**src/rtl/i2p_pkg.sv**
```systemverilog
// i2p_pkg: shared constants, codes, precedence functions and control structs
// for the infix-to-postfix converter. No dependencies.
`timescale 1ns / 1ps
`default_nettype none

package i2p_pkg;

	localparam int STACK_DEPTH = 16;
	localparam int CNT_W       = $clog2(STACK_DEPTH + 1);
	localparam int IDX_W       = $clog2(STACK_DEPTH);

	localparam logic [7:0] CH_NUL   = 8'h00;
	localparam logic [7:0] CH_LPAR  = 8'h28;
	localparam logic [7:0] CH_RPAR  = 8'h29;
	localparam logic [7:0] CH_MUL   = 8'h2A;
	localparam logic [7:0] CH_PLUS  = 8'h2B;
	localparam logic [7:0] CH_MINUS = 8'h2D;
	localparam logic [7:0] CH_DIV   = 8'h2F;
	localparam logic [7:0] CH_POW   = 8'h5E;

	typedef enum logic [2:0] {
		OP_LPAR  = 3'd0,
		OP_PLUS  = 3'd1,
		OP_MINUS = 3'd2,
		OP_MUL   = 3'd3,
		OP_DIV   = 3'd4,
		OP_POW   = 3'd5
	} op_code_t;

	typedef enum logic [1:0] {
		SEL_TOP  = 2'd0,
		SEL_SYM  = 2'd1,
		SEL_NUL  = 2'd2,
		SEL_RPAR = 2'd3
	} emit_sel_t;

	typedef struct packed {
		logic      load;
		logic      emit;
		emit_sel_t sel;
		logic      err;
		logic      pop;
		logic      push;
		logic      flush;
	} dp_cmd_t;

	typedef struct packed {
		logic is_nul;
		logic is_rpar;
		logic is_lpar;
		logic is_op;
		logic empty;
		logic full;
		logic top_lpar;
		logic pop_prec;
		logic emit_ok;
		logic pend_valid;
		logic out_free;
	} dp_stat_t;

	// binary operators only; brackets are handled separately
	function automatic logic is_binop(input logic [7:0] s);
		return (s == CH_PLUS) || (s == CH_MINUS) || (s == CH_MUL) ||
			(s == CH_DIV) || (s == CH_POW);
	endfunction

	function automatic op_code_t op_of(input logic [7:0] s);
		op_code_t r;
		unique case (s)
			CH_PLUS:  r = OP_PLUS;
			CH_MINUS: r = OP_MINUS;
			CH_MUL:   r = OP_MUL;
			CH_DIV:   r = OP_DIV;
			CH_POW:   r = OP_POW;
			default:  r = OP_LPAR;
		endcase
		return r;
	endfunction

	function automatic logic [7:0] char_of(input op_code_t op);
		logic [7:0] r;
		unique case (op)
			OP_LPAR:  r = CH_LPAR;
			OP_PLUS:  r = CH_PLUS;
			OP_MINUS: r = CH_MINUS;
			OP_MUL:   r = CH_MUL;
			OP_DIV:   r = CH_DIV;
			OP_POW:   r = CH_POW;
			default:  r = CH_NUL;
		endcase
		return r;
	endfunction

	// in-stack precedence
	function automatic logic [2:0] isp_of(input op_code_t op);
		logic [2:0] r;
		unique case (op) inside
			OP_PLUS, OP_MINUS: r = 3'd1;
			OP_MUL, OP_DIV:    r = 3'd2;
			OP_POW:            r = 3'd3;
			default:           r = 3'd0;
		endcase
		return r;
	endfunction

	// incoming precedence; '^' above its own stacked value for right assoc
	function automatic logic [2:0] icp_of(input op_code_t op);
		logic [2:0] r;
		unique case (op) inside
			OP_PLUS, OP_MINUS: r = 3'd1;
			OP_MUL, OP_DIV:    r = 3'd2;
			OP_POW:            r = 3'd4;
			default:           r = 3'd5;
		endcase
		return r;
	endfunction

endpackage

`default_nettype wire

```
**src/rtl/i2p_dp.sv**
```systemverilog
// i2p_dp: datapath of the converter: symbol register, operator stack,
// one-entry pending result and the output register. Uses i2p_pkg.
`timescale 1ns / 1ps
`default_nettype none

module i2p_dp import i2p_pkg::*; (
	input  wire logic       clk,
	input  wire logic       arst_n,
	input  wire logic [7:0] symbol,
	input  wire dp_cmd_t    cmd,
	output dp_stat_t        stat,
	output logic            out_valid,
	input  wire logic       out_ready,
	output logic [7:0]      out_symbol,
	output logic            last,
	output logic            error
);

	logic [7:0]       sym_q;
	op_code_t         stack_q [STACK_DEPTH];
	logic [CNT_W-1:0] count_q;
	logic             pend_valid_q;
	logic [7:0]       pend_sym_q;
	logic             pend_err_q;
	logic             out_valid_q;
	logic [7:0]       out_sym_q;
	logic             out_last_q;
	logic             out_err_q;

	logic [CNT_W-1:0] cnt_m1;
	op_code_t         top;
	op_code_t         sym_op;
	logic [7:0]       emit_sym;
	logic             out_free;
	logic             xfer;

	assign cnt_m1   = count_q - 1'b1;
	assign top      = stack_q[cnt_m1[IDX_W-1:0]];
	assign sym_op   = op_of(sym_q);
	assign out_free = !out_valid_q || out_ready;
	// pending result moves on when a new one arrives, or at the end of the item
	assign xfer     = (cmd.emit && pend_valid_q) || cmd.flush;

	always_comb begin
		case (cmd.sel)
			SEL_TOP:  emit_sym = char_of(top);
			SEL_SYM:  emit_sym = sym_q;
			SEL_NUL:  emit_sym = CH_NUL;
			SEL_RPAR: emit_sym = CH_RPAR;
			default:  emit_sym = CH_NUL;
		endcase
	end

	always_comb begin
		stat.is_nul     = (sym_q == CH_NUL);
		stat.is_rpar    = (sym_q == CH_RPAR);
		stat.is_lpar    = (sym_q == CH_LPAR);
		stat.is_op      = is_binop(sym_q);
		stat.empty      = (count_q == '0);
		stat.full       = (count_q == CNT_W'(STACK_DEPTH));
		stat.top_lpar   = (top == OP_LPAR);
		stat.pop_prec   = (icp_of(sym_op) <= isp_of(top));
		stat.emit_ok    = !pend_valid_q || out_free;
		stat.pend_valid = pend_valid_q;
		stat.out_free   = out_free;
	end

	always_ff @(posedge clk) begin
		if (cmd.load) begin
			sym_q <= symbol;
		end
		if (cmd.push) begin
			stack_q[count_q[IDX_W-1:0]] <= sym_op;
		end
		if (cmd.emit) begin
			pend_sym_q <= emit_sym;
			pend_err_q <= cmd.err;
		end
		if (xfer) begin
			out_sym_q  <= pend_sym_q;
			out_err_q  <= pend_err_q;
			out_last_q <= cmd.flush;
		end
	end

	always_ff @(posedge clk or negedge arst_n) begin
		if (!arst_n) begin
			count_q      <= '0;
			pend_valid_q <= 1'b0;
			out_valid_q  <= 1'b0;
		end else begin
			if (cmd.push) begin
				count_q <= count_q + 1'b1;
			end else if (cmd.pop) begin
				count_q <= cnt_m1;
			end
			if (cmd.emit) begin
				pend_valid_q <= 1'b1;
			end else if (cmd.flush) begin
				pend_valid_q <= 1'b0;
			end
			if (xfer) begin
				out_valid_q <= 1'b1;
			end else if (out_ready) begin
				out_valid_q <= 1'b0;
			end
		end
	end

	assign out_valid  = out_valid_q;
	assign out_symbol = out_sym_q;
	assign last       = out_last_q;
	assign error      = out_err_q;

	a_count_range: assert property (@(posedge clk) disable iff (!arst_n)
		count_q <= CNT_W'(STACK_DEPTH))
		else $error("stack count beyond depth");

	a_pop_nonempty: assert property (@(posedge clk) disable iff (!arst_n)
		cmd.pop |-> count_q != '0)
		else $error("pop from empty stack");

	a_push_not_full: assert property (@(posedge clk) disable iff (!arst_n)
		cmd.push |-> count_q != CNT_W'(STACK_DEPTH))
		else $error("push onto full stack");

	a_no_overwrite: assert property (@(posedge clk) disable iff (!arst_n)
		xfer |-> pend_valid_q && out_free)
		else $error("output beat overwritten or empty transfer");

	a_no_push_pop: assert property (@(posedge clk) disable iff (!arst_n)
		!(cmd.push && cmd.pop))
		else $error("push and pop in one cycle");

endmodule

`default_nettype wire

```
**src/rtl/i2p_ctrl.sv**
```systemverilog
// i2p_ctrl: converter control state machine; steps one stack action per
// cycle unless output stalls; issues datapath commands. Uses i2p_pkg.
`timescale 1ns / 1ps
`default_nettype none

module i2p_ctrl import i2p_pkg::*; (
	input  wire logic     clk,
	input  wire logic     arst_n,
	input  wire logic     valid,
	output logic          ready,
	input  wire dp_stat_t stat,
	output dp_cmd_t       cmd
);

	typedef enum logic [2:0] {
		S_IDLE  = 3'b001,
		S_WORK  = 3'b010,
		S_FLUSH = 3'b100
	} state_t;

	state_t state_q;
	state_t state_d;

	always_comb begin
		cmd     = '0;
		cmd.sel = SEL_TOP;
		state_d = state_q;
		ready   = 1'b0;
		unique case (state_q)
			S_IDLE: begin
				ready    = 1'b1;
				cmd.load = valid;
				if (valid) begin
					state_d = S_WORK;
				end
			end
			S_WORK: begin
				if (stat.is_nul) begin
					// end of expression: drain stack, then terminator
					if (!stat.empty) begin
						if (stat.emit_ok) begin
							cmd.emit = 1'b1;
							cmd.pop  = 1'b1;
						end
					end else if (stat.emit_ok) begin
						cmd.emit = 1'b1;
						cmd.sel  = SEL_NUL;
						state_d  = S_FLUSH;
					end
				end else if (stat.is_rpar) begin
					if (stat.empty) begin
						// unmatched ')'
						if (stat.emit_ok) begin
							cmd.emit = 1'b1;
							cmd.sel  = SEL_RPAR;
							cmd.err  = 1'b1;
							state_d  = S_FLUSH;
						end
					end else if (stat.top_lpar) begin
						cmd.pop = 1'b1;
						state_d = S_FLUSH;
					end else if (stat.emit_ok) begin
						cmd.emit = 1'b1;
						cmd.pop  = 1'b1;
					end
				end else if (stat.is_op || stat.is_lpar) begin
					if (stat.is_op && !stat.empty && stat.pop_prec) begin
						if (stat.emit_ok) begin
							cmd.emit = 1'b1;
							cmd.pop  = 1'b1;
						end
					end else if (!stat.full) begin
						cmd.push = 1'b1;
						state_d  = S_FLUSH;
					end else if (stat.emit_ok) begin
						// dropped push
						cmd.emit = 1'b1;
						cmd.sel  = SEL_SYM;
						cmd.err  = 1'b1;
						state_d  = S_FLUSH;
					end
				end else if (stat.emit_ok) begin
					cmd.emit = 1'b1;
					cmd.sel  = SEL_SYM;
					state_d  = S_FLUSH;
				end
			end
			S_FLUSH: begin
				// final pending beat goes out marked last
				if (!stat.pend_valid) begin
					state_d = S_IDLE;
				end else if (stat.out_free) begin
					cmd.flush = 1'b1;
					state_d   = S_IDLE;
				end
			end
			default: begin
				state_d = S_IDLE;
			end
		endcase
	end

	always_ff @(posedge clk or negedge arst_n) begin
		if (!arst_n) begin
			state_q <= S_IDLE;
		end else begin
			state_q <= state_d;
		end
	end

	a_load_idle: assert property (@(posedge clk) disable iff (!arst_n)
		cmd.load |=> state_q == S_WORK)
		else $error("load did not start work");

	a_flush_ends: assert property (@(posedge clk) disable iff (!arst_n)
		cmd.flush |=> state_q == S_IDLE)
		else $error("flush did not return to idle");

	a_stack_in_work: assert property (@(posedge clk) disable iff (!arst_n)
		(cmd.push || cmd.pop || cmd.emit) |-> state_q == S_WORK)
		else $error("stack or emit command outside work");

endmodule

`default_nettype wire

```
**src/rtl/infix_to_postfix_converter.sv**
```systemverilog
// infix_to_postfix_converter: top level; joins the controller and datapath.
// Depends on i2p_pkg, i2p_ctrl, i2p_dp.
//
//   channel   signals                                 dir  beat
//   input     valid, ready, symbol[7:0]               in   one infix character
//   output    out_valid, out_ready, out_symbol[7:0],  out  one postfix character
//             last, error
//
// A character is accepted only when the controller is idle. Work steps through
// each stack pop or emitted result in turn, then releases the final beat with
// last set. Results pass through a one-entry pending stage into the output
// register, so the next character can be accepted while the last beat still
// waits. A stall on out_ready holds the stack walk; reset clears stack count
// and valid flags, the stack itself is never cleared.
`timescale 1ns / 1ps
`default_nettype none

module infix_to_postfix_converter import i2p_pkg::*; (
	input  wire logic       clk,
	input  wire logic       arst_n,
	input  wire logic       valid,
	output logic            ready,
	input  wire logic [7:0] symbol,
	output logic            out_valid,
	input  wire logic       out_ready,
	output logic [7:0]      out_symbol,
	output logic            last,
	output logic            error
);

	dp_cmd_t  cmd;
	dp_stat_t stat;

	i2p_ctrl u_ctrl (
		.clk    (clk),
		.arst_n (arst_n),
		.valid  (valid),
		.ready  (ready),
		.stat   (stat),
		.cmd    (cmd)
	);

	i2p_dp u_dp (
		.clk        (clk),
		.arst_n     (arst_n),
		.symbol     (symbol),
		.cmd        (cmd),
		.stat       (stat),
		.out_valid  (out_valid),
		.out_ready  (out_ready),
		.out_symbol (out_symbol),
		.last       (last),
		.error      (error)
	);

endmodule

`default_nettype wire
```
**config.mk**
```make
export PLATFORM = sky130hd
export DESIGN_NAME = infix_to_postfix_converter
export DESIGN_NICKNAME = d
export VERILOG_FILES = /design/src/rtl/i2p_pkg.sv /design/src/rtl/i2p_dp.sv /design/src/rtl/i2p_ctrl.sv /design/src/rtl/infix_to_postfix_converter.sv
export SDC_FILE = /design/constraint.sdc
export NUM_CORES = 1
export LEC_CHECK = 0
export BUFFER_PORTS_ARGS = -buffer_cell sky130_fd_sc_hd__buf_4
export CAP_MARGIN = 20
export CELL_PAD_IN_SITES_DETAIL_PLACEMENT = 1
export CELL_PAD_IN_SITES_GLOBAL_PLACEMENT = 2
export CORE_ASPECT_RATIO = 1.75
export CORE_MARGIN = 5
export CORE_UTILIZATION = 43
export DETAILED_ROUTE_END_ITERATION = 10
export PLACE_DENSITY = 0.78
export SLEW_MARGIN = 20
export SYNTH_ARGS = -nofsm -noshare
export SYNTH_HDL_FRONTEND = slang
export SYNTH_SLANG_ARGS = --single-unit
export TNS_END_PERCENT = 10
```
**constraint.sdc**
```tcl
create_clock -name clk -period 5.74 [get_ports clk]
set_input_delay 1.148 -clock clk [delete_from_list [all_inputs] [get_ports clk]]
set_output_delay 1.148 -clock clk [all_outputs]
set_load 0.01 [all_outputs]
```
**After elaboration in Yosys (flattened, before gate mapping)**

Memories as Yosys holds them, arrays and structs flattened.
Index checks and enable logic that the tools add are counted.

- Bits in registers: 37
- Memory bits (writable): 48
- Input bits: 12
- Output and inout port bits: 12
- Word-level logic and storage cells: 132
- Memories: 1

- Add/sub/neg operators: 2
- Order comparisons: 1
- Eq/ne operators: 29
- Multiplexer cells: 61
- Bitwise operators: 1
- Reductions and logical operators: 27

Memories:

| memory | words | width | rd ports | clocked after memory_dff | write ports | line | RTL |
|---|---|---|---|---|---|---|---|
| u_dp.stack_q | 16 | 3 | 1 | 0 | 1 | i2p_dp.sv:20 | `op_code_t stack_q [STACK_DEPTH];` |

Operators with widths:

| kind | number |
|---|---|
| two-way mux 3 bit | 19 |
| == test 8 x 6 -> 1 bit (second input constant) | 6 |
| one-hot mux 7 bit (6 select lines) | 1 |
| one-hot mux 8 bit (4 select lines) | 1 |
| two-way mux 1 bit | 26 |
| two-way mux 4 bit | 5 |
| one-hot mux 3 bit (3 select lines) | 2 |
| == test 3 x 2 -> 1 bit (second input constant) | 5 |
| == test 3 bit (second input constant) | 5 |
| two-way mux 5 bit | 3 |
| one-hot mux 3 bit (5 select lines) | 1 |
| OR reduction 2 bit | 5 |
| == test 3 x 1 -> 1 bit (second input constant) | 3 |
| == test 8 x 7 -> 1 bit (second input constant) | 1 |
| zero test 8 bit | 1 |
| logical OR 1 bit | 8 |
| two-way mux 6 bit | 1 |
| one-hot mux 2 bit (3 select lines) | 1 |
| nonzero test 2 bit | 3 |
| adder 5 x 1 -> 5 bit (second input constant) | 1 |
| == test 5 bit (second input constant) | 1 |
| zero test 5 bit | 1 |
| != test 5 bit (second input constant) | 1 |
| AND reduction 5 bit | 1 |
| other kinds (14) | 19 |

**Depth between registers and ports, before layout**

Gate-level depths: netlist of the first run.

- Depth in word-level cells: 15
- Mapped depth: 22
- Gate-level depth less buffers: 17

**Cells and area by module**

Synthesis of the first run repeated with hierarchy kept, for this count alone.

- Cell total of the unflattened synthesis: 310
- Area total of the unflattened synthesis: 4011.3 sq um

By module, submodules not included:

| module | instances | cells each | area an instance (sq um) | seq. area each (sq um) |
|---|---|---|---|---|
| i2p_dp | 1 | 267 | 3686.0 | 2427.3 |
| i2p_ctrl | 1 | 43 | 325.3 | 76.3 |

**Worst setup path after synthesis of the first run**

Ideal clock, no wire load.

- Kind: reg-to-reg
- Start point: register u_dp.count_q[0]
- End point: register u_dp.out_err_q (netlist: u_dp.error) (enable)
- Setup time: 336 ps
- Arrival: 4660 ps
- Required time: 5404 ps
- Setup slack: 744 ps
- Cell stages (with the launch flop): 21
- Buffers on the path: 4
- Period minus slack after synthesis: 4996 ps
- Cells stage by stage: dfrtp_1 buf_2 inv_1 ha_1 buf_2 buf_1 mux4_2 mux2i_1 nor2_1 a31oi_1 buf_6 nor2_1 a21oi_1 ha_1 nor2b_1 o21ai_0 nand4b_1 nand2_2 nor2_1 nor3_1 a21o_1

RTL lines:

| what | line | RTL |
|---|---|---|
| start: declaration | i2p_dp.sv:21 | `logic [CNT_W-1:0] count_q;` |
| start signal: assignment | i2p_dp.sv:93 | `count_q <= count_q + 1'b1;` |
| start signal: assignment | i2p_dp.sv:95 | `count_q <= cnt_m1;` |
| end signal: assignment | i2p_dp.sv:81 | `out_err_q <= pend_err_q;` |
| end: declaration | i2p_dp.sv:28 | `logic out_err_q;` |

**Final worst setup path of the first run**

- Start point: register u_dp.count_q[1]
- End point: memory u_dp.stack_q[1][2] in the netlist's numbering (enable)

- Longest elaborated chain between the ends: 14
- Elaborated cells on any way between the ends: 24
- Classes of those cells: 1 x add/sub; 1 x order compare; 6 x eq/ne; 9 x mux; 6 x reduce/logical; 1 x memory

Ends and longest elaborated chain:

| what | line | RTL |
|---|---|---|
| subtractor 5 x 1 -> 5 bit | i2p_dp.sv:37 | `assign cnt_m1 = count_q - 1'b1;` |
| memory read (16 x 3 bit) | n/a |  |
| == test 3 bit, or another cell as far along | i2p_dp.sv:62 | `stat.pop_prec = (icp_of(sym_op) <= isp_of(top));` |
| OR reduction 2 bit | i2p_pkg.sv:97 | `unique case (op) inside` |
| one-hot mux 2 bit (3 select lines) | i2p_pkg.sv:97 |  |
| less-or-equal comparator 3 x 2 -> 1 bit | i2p_dp.sv:62 |  |
| logical AND 1 bit | i2p_ctrl.sv:67 | `if (stat.is_op && !stat.empty && stat.pop_prec) begin` |
| two-way mux 1 bit | i2p_ctrl.sv:67 |  |
| two-way mux 3 bit | i2p_ctrl.sv:66 | `end else if (stat.is_op \|\| stat.is_lpar) begin` |
| two-way mux 1 bit | i2p_ctrl.sv:50 | `end else if (stat.is_rpar) begin` |
| two-way mux 1 bit | i2p_ctrl.sv:38 | `if (stat.is_nul) begin` |
| two-way mux 6 bit | i2p_ctrl.sv:29 | `unique case (state_q)` |
| two-way mux 1 bit | i2p_dp.sv:72 | `if (cmd.push) begin` |
| two-way mux 1 bit (implied by the code) | i2p_dp.sv:73 | `stack_q[count_q[IDX_W-1:0]] <= sym_op;` |
| end: declaration | i2p_dp.sv:20 |  |

Several ways; a longest one is shown, not always the timed one.

==> metrics.txt, run 1 <==
# TYPE chip_impl_metric gauge
chip_impl_metric{name="largest_net_degree_at_the_start_of_global_routing",unit=""} 25
chip_impl_metric{name="initial_drc_count",unit=""} 147
chip_impl_metric{name="number_of_pins_exceeding_their_max_slew_limit_in_the_final_report",unit=""} 0
chip_impl_metric{name="coreArea",unit="mm²"} 0.00947
chip_impl_metric{name="route.vias.total",unit=""} 2661
chip_impl_metric{name="synth_enable_flop_cells",unit=""} 75
chip_impl_metric{name="wl_met2",unit="µm"} 5950
chip_impl_metric{name="cts_num_sinks",unit=""} 85
chip_impl_metric{name="setup_tns",unit="ps"} 0
chip_impl_metric{name="cap_viol_max_count",unit=""} 0
chip_impl_metric{name="h-tree-depth",unit=""} 3
chip_impl_metric{name="synth-seq-cells",unit=""} 85
chip_impl_metric{name="antenna-diode-count",unit=""} 0
chip_impl_metric{name="dieArea",unit="mm²"} 0.0119
chip_impl_metric{name="cts.path.max_buffers",unit=""} 2
chip_impl_info{name="worst_setup_path_end_kind",value="flip-flop"} 1
chip_impl_metric{name="antenna_found_initial",unit=""} 0
chip_impl_metric{name="final.setup_skew",unit="ps"} 8.66
chip_impl_metric{name="post_cts.resized_instances",unit=""} 0
chip_impl_metric{name="fin_total_pwr",unit="mW"} 2.22
chip_impl_metric{name="synthesis.yosys.warnings",unit=""} 0
chip_impl_metric{name="crit_path_max_fanout",unit=""} 20
chip_impl_metric{name="setup_viol",unit=""} 0
chip_impl_metric{name="cp_data_required_time",unit="ps"} 5720
chip_impl_metric{name="hold_viol_final",unit=""} 0
chip_impl_metric{name="min_period_over_period",unit="%"} 89.5
chip_impl_metric{name="worst_pin_slew",unit="ps"} 952
chip_impl_metric{name="post_synth_inst_count",unit=""} 324
chip_impl_info{name="clock-root-buffer",value="clkbuf_16"} 1
chip_impl_metric{name="number_of_buffers_inserted_for_hold_repair_after_clock_tree_synthesis",unit=""} 0
chip_impl_metric{name="wire_length_of_the_first_global_routing_pass",unit="µm"} 15500
chip_impl_info{name="unrepaired_setup_endpoints_after_global_routing",value="false"} 1
chip_impl_metric{name="fmax",unit="GHz"} 0.195
chip_impl_metric{name="detail_route.first_pass.iterations",unit=""} 4
chip_impl_metric{name="worstSkewPairLatency",unit="ps"} 340
chip_impl_metric{name="power_per_cell_area",unit="mW/mm²"} 465
chip_impl_metric{name="initial_core_util",unit="%"} 44.1
chip_impl_metric{name="postSynthNetCount",unit=""} 343
chip_impl_metric{name="global_route.overflow_total",unit=""} 0
chip_impl_info{name="mostFrequentLayoutCells",value="edfxtp_1, nor2_1, buf_4"} 1
chip_impl_metric{name="rows",unit=""} 47
chip_impl_metric{name="timing.final.crit_period",unit="ps"} 5140
chip_impl_metric{name="finish.net_count",unit=""} 369
chip_impl_metric{name="peak_supply_drop",unit="V"} 0.000250
chip_impl_metric{name="asyncSetResetFlopFracSynth",unit="%"} 11.8
chip_impl_metric{name="met3WireLength",unit="µm"} 274
chip_impl_metric{name="wire_per_inst",unit="µm"} 20.2
chip_impl_info{name="synth_ff_type",value="edfxtp_1"} 1
chip_impl_info{name="worstSetupStartpoint",value="u_dp.count_q[1]"} 1
chip_impl_metric{name="portBuffers",unit=""} 23
chip_impl_metric{name="route.final.wire_length",unit="µm"} 9630
chip_impl_metric{name="fp.dieH",unit="µm"} 140
chip_impl_metric{name="post_synth.cell_area_avg",unit="µm²"} 12.9
chip_impl_metric{name="p_leak",unit="nW"} 1.66
chip_impl_info{name="critical_path_class",value="flip-flop to flip-flop"} 1
chip_impl_info{name="synthTopCellsByArea",value="edfxtp_1, dfrtp_1, mux2i_1"} 1
chip_impl_metric{name="post-cts-setup-buffers",unit=""} 0
chip_impl_metric{name="synth_cell_types",unit=""} 59
chip_impl_metric{name="timing.slew.headroom",unit="%"} 36.1
chip_impl_metric{name="drc",unit=""} 0
chip_impl_metric{name="seq_area_frac_synth",unit="%"} 60.0
chip_impl_metric{name="dieWidth",unit="µm"} 84.5
chip_impl_info{name="crit-reg2reg-launch",value="u_dp.count_q[1]"} 1
chip_impl_metric{name="synthDominantCellAreaShare",unit="%"} 54.0
chip_impl_metric{name="place_congestion",unit=""} 0.784
chip_impl_metric{name="vias_per_cell",unit=""} 5.58
chip_impl_info{name="cell_type_contributing_the_most_total_cell_area_after_synthesis",value="edfxtp_1"} 1
chip_impl_info{name="route.top_layer_used",value="met4"} 1
chip_impl_metric{name="clk_pin_slew_worst_paths",unit="ps"} 70
chip_impl_metric{name="cp_data_arrival_time",unit="ps"} 5120
chip_impl_info{name="launch_point_of_the_worst_hold_path",value="u_dp.pend_sym_q[3]"} 1
chip_impl_info{name="setup.worst_path.start_class",value="flip-flop"} 1
chip_impl_metric{name="hpwl_after_detailed_placement",unit="µm"} 7340
chip_impl_info{name="min-delay-path-class",value="flip-flop to flip-flop"} 1
chip_impl_metric{name="layout-drive-gt1-share",unit="%"} 20.0
chip_impl_info{name="mostFrequentLayoutCell",value="edfxtp_1"} 1
chip_impl_metric{name="cts_buffers",unit=""} 9
chip_impl_metric{name="route.layer.met1.wl",unit="µm"} 3300
chip_impl_info{name="tritoncts_clock_tree",value="done"} 1
chip_impl_metric{name="grt_util_all_layers",unit="%"} 17.4
chip_impl_info{name="status",value="finished clean"} 1
chip_impl_metric{name="design.portCount",unit=""} 24
chip_impl_metric{name="final_antenna_net_count",unit=""} 0
chip_impl_metric{name="number_of_global_route_vias_before_repair",unit=""} 2828
chip_impl_metric{name="flow.area_growth_from_synthesis",unit="%"} 14.2
chip_impl_metric{name="syn_area",unit="mm²"} 0.00417
==> final cells by class <==
class,instances,area (µm²)
multi-input combinational,217,1560
fill,989,4700
clock inverter,7,77.6
timing repair buffer,28,210
clock buffer,9,225
tap,122,153
sequential,85,2500
inverter,9,33.8
==> worst max-delay path: stages, from the launching register on <==
cell and delay [ps]:
dfrtp_1 450, inv_1 130, ha_1 770, mux4_2 410, mux2i_1 150, nor2_1 50, a31oi_1 620, buf_4 260
nor2_1 60, a21oi_1 140, ha_1 260, nand2_1 60, o21ai_0 80, nand4b_1 220, nand2_2 110, nor3_1 220
buf_4 180, nand2_1 180, nor3_1 440
==> power by group <==
group,total (mW),switching (mW),leakage (nW),internal [mW]
clock,0.593,0.250,0.153,0.343
sequential,0.818,0.0516,0.807,0.766
combinational,0.805,0.465,0.700,0.340
==> path summary, 6_finish.rpt <==
path                                           end  slack [ps]  cells after the start
worst min-delay path            u_dp.out_symbol[3]         410                      0
worst min register to register  u_dp.out_symbol[3]         410                      0
worst max-delay path            u_dp.stack_q[1][2]         600                     18
min in group asynchronous          u_dp.count_q[4]         620                      1
max in group asynchronous        u_ctrl.state_q[0]        4890                      1
worst max register to register  u_dp.stack_q[1][2]         600                     18
==> synthesized netlist by cell type, types with 3 or more instances <==
cell,instances
nor4_1,3
nor2b_1,3
nand3b_1,3
nor2_1,34
a31oi_1,4
edfxtp_1,75
mux4_2,6
mux2i_1,15
ha_1,7
nand4_1,3
nand3_1,8
inv_1,9
clkbuf_1,5
o21a_1,3
and2_1,5
a21oi_1,13
dfrtp_1,9
nand2_1,27
a21o_1,4
nor3_1,14
o21ai_0,9
nor3b_1,6
or4_1,3
mux2_2,4
nand2b_1,7
a211oi_1,3
==> flip-flops by register name, indices dropped and copies added (netlist names) <==
register           flops
u_dp.stack_q          48
u_dp.out_symbol        8
u_dp.pend_sym_q        8
u_dp.sym_q             8
u_dp.count_q           5
u_ctrl.state_q         3
u_dp.error             1
u_dp.last              1
u_dp.out_valid         1
u_dp.pend_err_q        1
u_dp.pend_valid_q      1
==> layer usage <==
metal	GRT usage, %	up-vias
met1	17.0	1334
met3	3.35	7
met4	5.34	0
li1	-	1282
met2	35.3	38
met5	0	-
==> stage by stage <==
step	setup WS, ps	cells	hold slack [ps]	util [%]	cell area (µm²)
floorplan	744	324	400	-	4170
detailed placement	628	461	405	47.1	4460
CTS	612	477	417	50.3	4760
finish	605	477	414	50.3	4760
global placement	803	461	400	47.0	4450
global route	208	477	429	50.3	4760
==> cell families after synthesis <==
group	share of synthesized area, %
xor gates and xnor gates	1.29
and+or+nand+nor	16.4
adders and majority gates	2.10
AOI/OAI and AO/OA	9.15
buffers and inverters	2.76
muxes	8.28
DFF	60.0
Note: power is estimated with default switching activity, not from simulation.
==> run 2: changes to the inputs <==
--- a/config.mk
+++ b/config.mk
@@ -13,6 +13,7 @@
 export CORE_MARGIN = 5
 export CORE_UTILIZATION = 43
 export DETAILED_ROUTE_END_ITERATION = 10
+export MAX_ROUTING_LAYER = met4
 export PLACE_DENSITY = 0.78
 export SLEW_MARGIN = 20
 export SYNTH_ARGS = -nofsm -noshare
==> run 2 against run 1 <==
  * Worst setup slack improved by 11 ps
  * Clock skew barely moved
  * Sequential power barely moved
  * Cell area did not move
  * Global-route usage rose by 0.47 points
  * Worst hold slack improved by 0.95 ps
  * Core utilization did not move
  * Register-to-register slack barely moved
  * Power barely moved
  * Sequential cell count did not move
  * Final cell count did not move
  * Critical path type unchanged
==> metrics.txt, run 2 (same netlist as run 1, synthesis figures left out) <==
# TYPE chip_impl_metric gauge
chip_impl_info{name="status",value="finished clean"} 1
chip_impl_metric{name="final.setup_skew",unit="ps"} 8.44
chip_impl_metric{name="detail_route.first_pass.iterations",unit=""} 4
chip_impl_metric{name="h-tree-depth",unit=""} 3
chip_impl_metric{name="largest_register_ff_count",unit=""} 48
chip_impl_metric{name="cap_viol_max_count",unit=""} 0
chip_impl_metric{name="initial_core_util",unit="%"} 44.1
chip_impl_metric{name="cts.path.max_buffers",unit=""} 2
chip_impl_metric{name="global_route.overflow_total",unit=""} 0
chip_impl_metric{name="grt_util_all_layers",unit="%"} 17.8
chip_impl_metric{name="fmax",unit="GHz"} 0.195
chip_impl_info{name="mostFrequentLayoutCell",value="edfxtp_1"} 1
chip_impl_metric{name="antenna_found_initial",unit=""} 0
chip_impl_metric{name="dieWidth",unit="µm"} 84.5
chip_impl_metric{name="cts_buffers",unit=""} 9
chip_impl_metric{name="finish.net_count",unit=""} 369
chip_impl_metric{name="cts_num_sinks",unit=""} 85
chip_impl_metric{name="dieArea",unit="mm²"} 0.0119
chip_impl_metric{name="setup_viol",unit=""} 0
chip_impl_info{name="rr_endpoint",value="u_dp.stack_q[1][2]"} 1
chip_impl_metric{name="drc",unit=""} 0
chip_impl_metric{name="hpwl_after_detailed_placement",unit="µm"} 7340
chip_impl_metric{name="worstSkewPairLatency",unit="ps"} 350
chip_impl_metric{name="power_per_cell_area",unit="mW/mm²"} 465
chip_impl_metric{name="rows",unit=""} 47
chip_impl_metric{name="placedCellCount",unit=""} 461
chip_impl_metric{name="final.hold.worst_slack",unit="ps"} 415
chip_impl_metric{name="fin_total_pwr",unit="mW"} 2.22
chip_impl_metric{name="initial_drc_count",unit=""} 147
chip_impl_metric{name="antenna-diode-count",unit=""} 0
chip_impl_info{name="worst_setup_path_end_kind",value="flip-flop"} 1
chip_impl_metric{name="post_cts.resized_instances",unit=""} 0
chip_impl_metric{name="hold_viol_final",unit=""} 0
chip_impl_metric{name="flow.area_growth_from_synthesis",unit="%"} 14.2
chip_impl_metric{name="min_period_over_period",unit="%"} 89.3
chip_impl_info{name="worstSetupStartpoint",value="u_dp.count_q[1]"} 1
chip_impl_metric{name="p_leak",unit="nW"} 1.66
chip_impl_info{name="clock-root-buffer",value="clkbuf_16"} 1
chip_impl_metric{name="worst_pin_slew",unit="ps"} 960
chip_impl_metric{name="number_of_pins_exceeding_their_max_slew_limit_in_the_final_report",unit=""} 0
chip_impl_metric{name="fillCellCount",unit=""} 989
chip_impl_metric{name="preCtsSetupSlack",unit="ps"} 628
chip_impl_metric{name="portBuffers",unit=""} 23
chip_impl_metric{name="wire_length_of_the_first_global_routing_pass",unit="µm"} 15400
chip_impl_metric{name="place_congestion",unit=""} 0.795
chip_impl_metric{name="crit_path_max_fanout",unit=""} 20
chip_impl_metric{name="route.final.wire_length",unit="µm"} 9610
chip_impl_metric{name="layout-drive-gt1-share",unit="%"} 20.0
chip_impl_metric{name="clk_pin_slew_worst_paths",unit="ps"} 70
chip_impl_metric{name="regToRegSetupSlack",unit="ps"} 620
chip_impl_metric{name="post-cts-setup-buffers",unit=""} 0
chip_impl_metric{name="timing.slew.headroom",unit="%"} 35.6
chip_impl_metric{name="design.portCount",unit=""} 24
chip_impl_metric{name="final.setup.worst_slack",unit="ps"} 616
chip_impl_metric{name="number_of_buffers_inserted_for_hold_repair_after_clock_tree_synthesis",unit=""} 0
chip_impl_info{name="mostFrequentLayoutCells",value="edfxtp_1, nor2_1, buf_4"} 1
chip_impl_info{name="critical_path_class",value="flip-flop to flip-flop"} 1
chip_impl_metric{name="timing.final.crit_period",unit="ps"} 5120
chip_impl_metric{name="peak_supply_drop",unit="V"} 0.000250
chip_impl_metric{name="instances_no_fill",unit=""} 477
chip_impl_metric{name="route.vias.total",unit=""} 2674
chip_impl_metric{name="cp_data_arrival_time",unit="ps"} 5110
chip_impl_info{name="crit-reg2reg-launch",value="u_dp.count_q[1]"} 1
chip_impl_info{name="setup.worst_path.start_class",value="flip-flop"} 1
chip_impl_metric{name="final_antenna_net_count",unit=""} 0
chip_impl_metric{name="wire_per_inst",unit="µm"} 20.1
chip_impl_info{name="min-delay-path-class",value="flip-flop to flip-flop"} 1
chip_impl_metric{name="setup_tns",unit="ps"} 0
chip_impl_info{name="unrepaired_setup_endpoints_after_global_routing",value="false"} 1
chip_impl_metric{name="cp_data_required_time",unit="ps"} 5720
chip_impl_metric{name="number_of_global_route_vias_before_repair",unit=""} 2828
chip_impl_metric{name="coreArea",unit="mm²"} 0.00947
chip_impl_metric{name="ff2ff_path_depth",unit=""} 18
chip_impl_metric{name="largest_net_degree_at_the_start_of_global_routing",unit=""} 25
chip_impl_metric{name="vias_per_cell",unit=""} 5.61
chip_impl_metric{name="fp.dieH",unit="µm"} 140
chip_impl_info{name="tritoncts_clock_tree",value="done"} 1
chip_impl_info{name="timing.critical_path.to",value="u_dp.stack_q[1][2]"} 1
run 2: cell counts in the layout (fill, tap and decap cells not counted):
Identical to the previous run, type by type.
run 2: metrics by stage:
stage	util [%]	instance area [µm²]
2_1_floorplan	-	4170
3_3_place_gp	47.0	4450
3_5_place_dp	47.1	4460
4_1_cts	50.3	4760
5_1_grt	50.3	4760
6_report	50.3	4760
run 2: per-layer routing:
metal / wire [µm] / GRT usage (%) / vias to the layer above / share of wire, %
li1: - / - / 1284 / -
met1: 3310 / 16.9 / 1349 / 34
met2: 5970 / 35.4 / 35 / 62
met3: 214 / 3.29 / 6 / 2.2
met4: 113 / 5.34 / 0 / 1.2
met5: 0 / - / - / 0
run 2: area by class of cell:
class / count / area [µm²] / area share [%]
clock buffer: 9 / 225 / 4.73
clock inverter: 7 / 77.6 / 1.63
inverter: 9 / 33.8 / 0.709
timing repair buffer: 28 / 210 / 4.41
multi-input combinational: 217 / 1560 / 32.8
sequential: 85 / 2500 / 52.6
tap: 122 / 153 / 3.20
run 2: worst min path at each step:
stage | to | slack, ps | cells after the start | start
after floorplan | u_dp.error | 400 | 0 | u_dp.pend_err_q
after global placement | u_dp.out_symbol[4] | 400 | 0 | u_dp.pend_sym_q[4]
after detailed placement | u_dp.error | 410 | 0 | u_dp.pend_err_q
after CTS | u_dp.out_symbol[3] | 420 | 0 | u_dp.pend_sym_q[3]
after global routing | u_dp.error | 430 | 0 | u_dp.pend_err_q
final | u_dp.out_symbol[3] | 420 | 0 | u_dp.pend_sym_q[3]
run 2: report_power, final:
group          total [mW]  switching [mW]  internal (mW)  leakage (nW)
combinational       0.805           0.465          0.340         0.700
clock               0.594           0.251          0.343         0.153
sequential          0.818          0.0516          0.766         0.807
total                2.22           0.768           1.45          1.66
run 2: worst max-delay path, cell delays in order, from the launching register on:
cell and delay [ps]:
dfrtp_1 450, inv_1 130, ha_1 760, mux4_2 410, mux2i_1 150, nor2_1 50
a31oi_1 610, buf_4 260, nor2_1 60, a21oi_1 130, ha_1 260, nand2_1 60
o21ai_0 80, nand4b_1 220, nand2_2 110, nor3_1 220, buf_4 180, nand2_1 180
nor3_1 440
